## config.mk

```make
export PLATFORM = sky130hd
export DESIGN_NAME = lri_ram
export DESIGN_NICKNAME = d
export VERILOG_FILES = /design/src/rtl/lri_ram.sv
export SDC_FILE = /design/constraint.sdc
export NUM_CORES = 1
export LEC_CHECK = 0
export BUFFER_PORTS_ARGS = -buffer_cell sky130_fd_sc_hd__buf_2
export CORE_MARGIN = 1
export CORE_UTILIZATION = 45
export DETAILED_ROUTE_END_ITERATION = 16
export GPL_ROUTABILITY_DRIVEN = 0
export GPL_TIMING_DRIVEN = 0
export HOLD_SLACK_MARGIN = 0.1
export SLEW_MARGIN = 15
export SYNTH_ARGS = -nofsm -noshare
export SYNTH_HDL_FRONTEND = slang
export SYNTH_SLANG_ARGS = --single-unit
```

## constraint.sdc

```tcl
create_clock -name clock -period 7.4 [get_ports clock]
set_clock_uncertainty 0.05 [all_clocks]
set_input_delay 0.74 -clock clock [delete_from_list [all_inputs] [get_ports clock]]
set_output_delay 0.74 -clock clock [all_outputs]
set_load 0.01 [all_outputs]
```

## src/rtl/lri_ram.sv

```systemverilog
// ----------------------------------------------------------------------------
// lri_ram
// Generic single-clock RAM, one write port and one registered read port.
// ----------------------------------------------------------------------------
module lri_ram #(
   parameter int WIDTH = 16,
   parameter int DEPTH = 16,
   parameter int AW    = (DEPTH > 1) ? $clog2(DEPTH) : 1
) (
   input  logic             clock,
   input  logic             wr_en,
   input  logic [AW-1:0]    wr_addr,
   input  logic [WIDTH-1:0] wr_data,
   input  logic [AW-1:0]    rd_addr,
   output logic [WIDTH-1:0] rd_data
);

   logic [WIDTH-1:0] mem_ff [DEPTH];

   always_ff @(posedge clock) begin
      if (wr_en) begin
         mem_ff[wr_addr] <= wr_data;
      end
      rd_data <= mem_ff[rd_addr];
   end

endmodule

```

Yosys cells after proc, flatten, opt, wreduce, memory -nomap -nowiden:

Memory sizes are Yosys's and may differ from the RTL's. A register that Yosys moved wholly into a read port is not among the register bits.
Cells that the tools add are included.

* output and inout bits: 16
* flip-flop bits (word level): 0
* memories kept: 1
* word-level logic and storage cells: 3
* RAM bits: 256
* input port bits: 26

* multiplexer cells: 2

Memories
* mem_ff: words 16, width 16, read ports 1, clocked after Yosys merged registers in 1, wr ports 1, RTL line 18 `logic [WIDTH-1:0] mem_ff [DEPTH];`

Operators with widths (number)
* 2-to-1 mux 1 bit: 2

Depth between registers and ports, before layout:

* depth in word-level cells: 2
* gate-level depth with buffers: 5
* gate-level depth less buffers: 3

Worst setup path after synthesis:

No wires, ideal clock.

* path kind: input to register
* from: in wr_addr[2]
* to: mem mem_ff[0][0] (enable)
* cell stages on the path: 2
* path slack: 4.555 ns
* path buffers: 0
* data required time: 6.941 ns
* library setup time: 0.409 ns
* arrival time: 2.386 ns
* cells stage by stage: or3b_2 nor3_1

RTL lines
* start, declared: RTL line 12 `input logic [AW-1:0] wr_addr,`
* end, declared: RTL line 18

Straight into the memory's write port.

==> run summary <==
The overall via count from detail_route was 4607. On the critical path, the stage with the largest delay is an instance of sky130_fd_sc_hd__buf_1. The logs give 543 for the count of nets after finishing and 0 for the diode insertion count for antenna repair. VDD sags by at most 0.000200 V. For the residual antenna-violating net count after detailed routing, the log shows 0. By startpoint and endpoint, the worst setup path is classified as in2reg. In this run the standard cell core region covers 21800 sq um.

The number of different library cells used by synthesis comes to 19. The floorplan step defined a die boundary enclosing 22900 sq um. The fraction of synthesized cell area in xor and xnor cells was 0.

The number of cells on the worst hold path is 1. The compound-cell area share of the yosys netlist works out to 0.0239. Setup repair after global routing left no endpoint under its margin. For the final routed database, the setup TNS stands at 0 ns.

Share of final-layout standard cells stronger than drive strength 1: 0.327. The kind of cell with the highest combined delay along the critical path is buffers and inverters. The first-pass GRT wire length is 30.2 mm. The worst register-to-register path begins at mem_ff[3][9]. OpenSTA, run right after detailed placement, puts the worst setup slack at 4.61 ns. After technology mapping, the gate count stands at 432. Worst path buffer plus inverter count: 2.

The post-synthesis simple-gate area fraction was 0.0192; the post-detailed-route wirelength per cell was 24.7 microns. Counting along the longest clock path gives a buffer depth of 3. The tightest hold path in the finished design has a slack of 0.533 ns. The largest fanout of any net on the critical path was 10.

The slew at the pin closest to its max-slew limit came out at 0.901 ns. In the synthesized netlist the dominant register cell turns out to be sky130_fd_sc_hd__edfxtp_1. For this run, the slowest stage of the critical path takes 0.71 ns. Clock-pin slew was measured on the worst setup and hold paths at 0.06 ns. For the via count of the first global-routing pass, the log shows 4900. From bottom edge to top edge, the die measures 151 microns.

Overall routed net length: 20.2 mm. The total count of max-transition violations in the final report came out at 0. For the register area share after synthesis, the log shows 0.797. The run gives 0.189 as the global-route usage over all layers. During synthesis, Yosys emitted a total of 0 warnings.

In this run the worst hold path is classified as in2reg. Post-CTS repair changed the size of 0 cells. Synthesis produced a netlist with a net count of 458. The total overflow left after global routing is 0.

TritonCTS built the clock tree. Capture point of the worst reg-to-reg path: rd_data[9]. The number of buffers created by CTS was 27. Sort of element at the start of the critical path: a primary input. Proportion of synthesized flip-flops having asynchronous set or reset: 0.

The area growth from synthesis to layout is 16.7%. The logs give 10000 sq um for the cell area after synthesis and 0 for the residual DRC count. The clock net in this run drives a total of 272 sinks. Setup violations remaining at the end of the flow were counted as 0. The first routing iteration left 534 violations.

The number of antenna violations at the first check in global routing is 0. The signal on the critical path passes through buf_2 -> buf_1 -> mux4_2 -> a22oi_1 -> nand2_1. The final critical delay including setup and external delays was 2.22 ns. The worst hold path begins at wr_data[6]. The portion of netlist area occupied by mux cells was 0.147; the die width was 151 microns. The power density normalized to cell area was 270 nW/um^2. The tree is rooted in a sky130_fd_sc_hd__clkbuf_16. The tool flagged a number of max-cap violations equal to 0. The logs give 0.399 for the remaining max-slew budget at the tightest pin and 0.460 for the initial standard-cell utilization of the core. After clock tree synthesis, the setup repair step added 0 buffers.

The adder-cell area share of the yosys netlist works out to 0. The flow ran to the end, and the final reports show no timing, DRC or antenna violations. For the utilization after layout, the log shows 0.537. Hold repair after CTS inserted 0 buffers.

The synthesized design contains 272 register bits. The dominant combinational cell family by area after synthesis was multiplexers. Upper clock frequency limit: 451 MHz. Leaving out filler cells and counting taps, the final layout contains 818. Critical path data arrival time: 2.56 ns. The detailed placer's ending HPWL was 12.9 mm. The post-layout worst setup margin was 5.18 ns. In this run, synthesis inferred 256 flip-flops with an integrated enable.

The run gives 1 as the CTS H-tree depth. The tools report the number of primary I/O pins as 42. The kind of end point of the critical path was a flip-flop. In the layout the commonest cells are sky130_fd_sc_hd__edfxtp_1 (256), sky130_fd_sc_hd__mux4_2 (54), sky130_fd_sc_hd__buf_2 (42), sky130_fd_sc_hd__a22oi_1 (32), sky130_fd_sc_hd__clkbuf_16 (27). Dividing the detail-routed via count by the number of cells gives 5.63. Leaving out fill and tap cells, the most frequent cell in the layout is sky130_fd_sc_hd__edfxtp_1. The cell count after placement was 768; the period utilization was 0.300. The critical path data required time was 7.75 ns; the insertion delay to the later sink of the worst-skew pair was 0.53 ns. The per-instance average area after synthesis is 23.2 sq um, and the length in cells of the worst reg-to-reg path is 3.

The endpoint with the worst hold slack is mem_ff[0][6]. The pre-antenna-repair detailed-routing pass consisted of 5 iterations. In this run the tool buffered the top-level ports with 39 buffer cells.

The floorplan has 54 rows. Leakage power of the design: 3.83 nW. The setup check on the worst reg-to-reg path leaves a slack of 5.92 ns.

The number of hold violations in the final report was 0; the largest net degree at the start of global routing was 17.
[cell families after synthesis]
family	count (synthesis)
AOI/OAI and AO/OA	32
DFF	272
buffers and inverters	21
and+or+nand+nor	43
muxes	64
[Yosys cell counts, types with 3 or more instances]
cell type	number	area [sq um]
sky130_fd_sc_hd__mux4_2	54	1220
sky130_fd_sc_hd__mux4_1	10	263
sky130_fd_sc_hd__buf_4	3	22.5
sky130_fd_sc_hd__nor3_1	4	20.0
sky130_fd_sc_hd__buf_2	3	15.0
sky130_fd_sc_hd__clkbuf_1	8	30.0
sky130_fd_sc_hd__nor2_1	13	48.8
sky130_fd_sc_hd__a22oi_1	32	240
sky130_fd_sc_hd__edfxtp_1	256	7690
sky130_fd_sc_hd__nand2_1	17	63.8
sky130_fd_sc_hd__dfxtp_1	16	320
sky130_fd_sc_hd__buf_1	3	11.3
sky130_fd_sc_hd__buf_6	4	45.0
[stage by stage]
stage	cell area [sq um]	power [mW]
floorplan	10000	1.85
CTS	11700	3.20
global placement	10600	1.92
detailed placement	10900	1.93
global route	11700	3.27
finish	11700	3.17
[layout make-up]
class | instances | area (sq um)
fill | 1658 | 10100
sequential | 272 | 8010
multi-input combinational | 139 | 1980
clock buffer | 40 | 764
timing repair buffer | 56 | 423
tap | 280 | 350
buffer | 21 | 124
clock inverter | 10 | 76.3
[worst register-to-register path: cells and delay by family (launching register included)]
kind | cells | cell delay (ns)
multiplexers | 1 | 0.48
flip-flops | 1 | 0.37
AO/OA/AOI/OAI | 1 | 0.30
AND/OR/NAND/NOR | 1 | 0.14
[power breakdown]
part / internal, mW / total, mW / switching [mW] / leakage, nW
Sequential: 1.72 / 1.73 / 0.00800 / 2.45
Clock: 0.748 / 1.28 / 0.531 / 0.417
Combinational: 0.0670 / 0.162 / 0.0949 / 0.961
[routing by layer]
metal,wire length (microns),vias up,GRT usage
met4,490,0,0.0580
met3,1030,31,0.0373
li1,-,2015,-
met1,8580,2428,0.252
met2,10100,133,0.315
met5,0,-,0
[worst max path at each step]
stage               start             to  slack [ns]  cells past startpoint
5_1_grt        rd_addr[1]     rd_data[9]        5.09                      5
3_3_place_gp   wr_addr[2]   mem_ff[0][6]        2.94                      3
2_1_floorplan  wr_addr[2]   mem_ff[0][0]        4.55                      2
4_1_cts        rd_addr[1]     rd_data[8]        5.17                      5
3_5_place_dp   wr_addr[2]  mem_ff[0][10]        4.61                      5
6_report       rd_addr[1]     rd_data[8]        5.18                      5
[state kept, by name, indices dropped and copies added (netlist names)]
name / count
rd_data: 16
mem_ff: 256
Note: power is estimated with default switching activity, not from simulation.
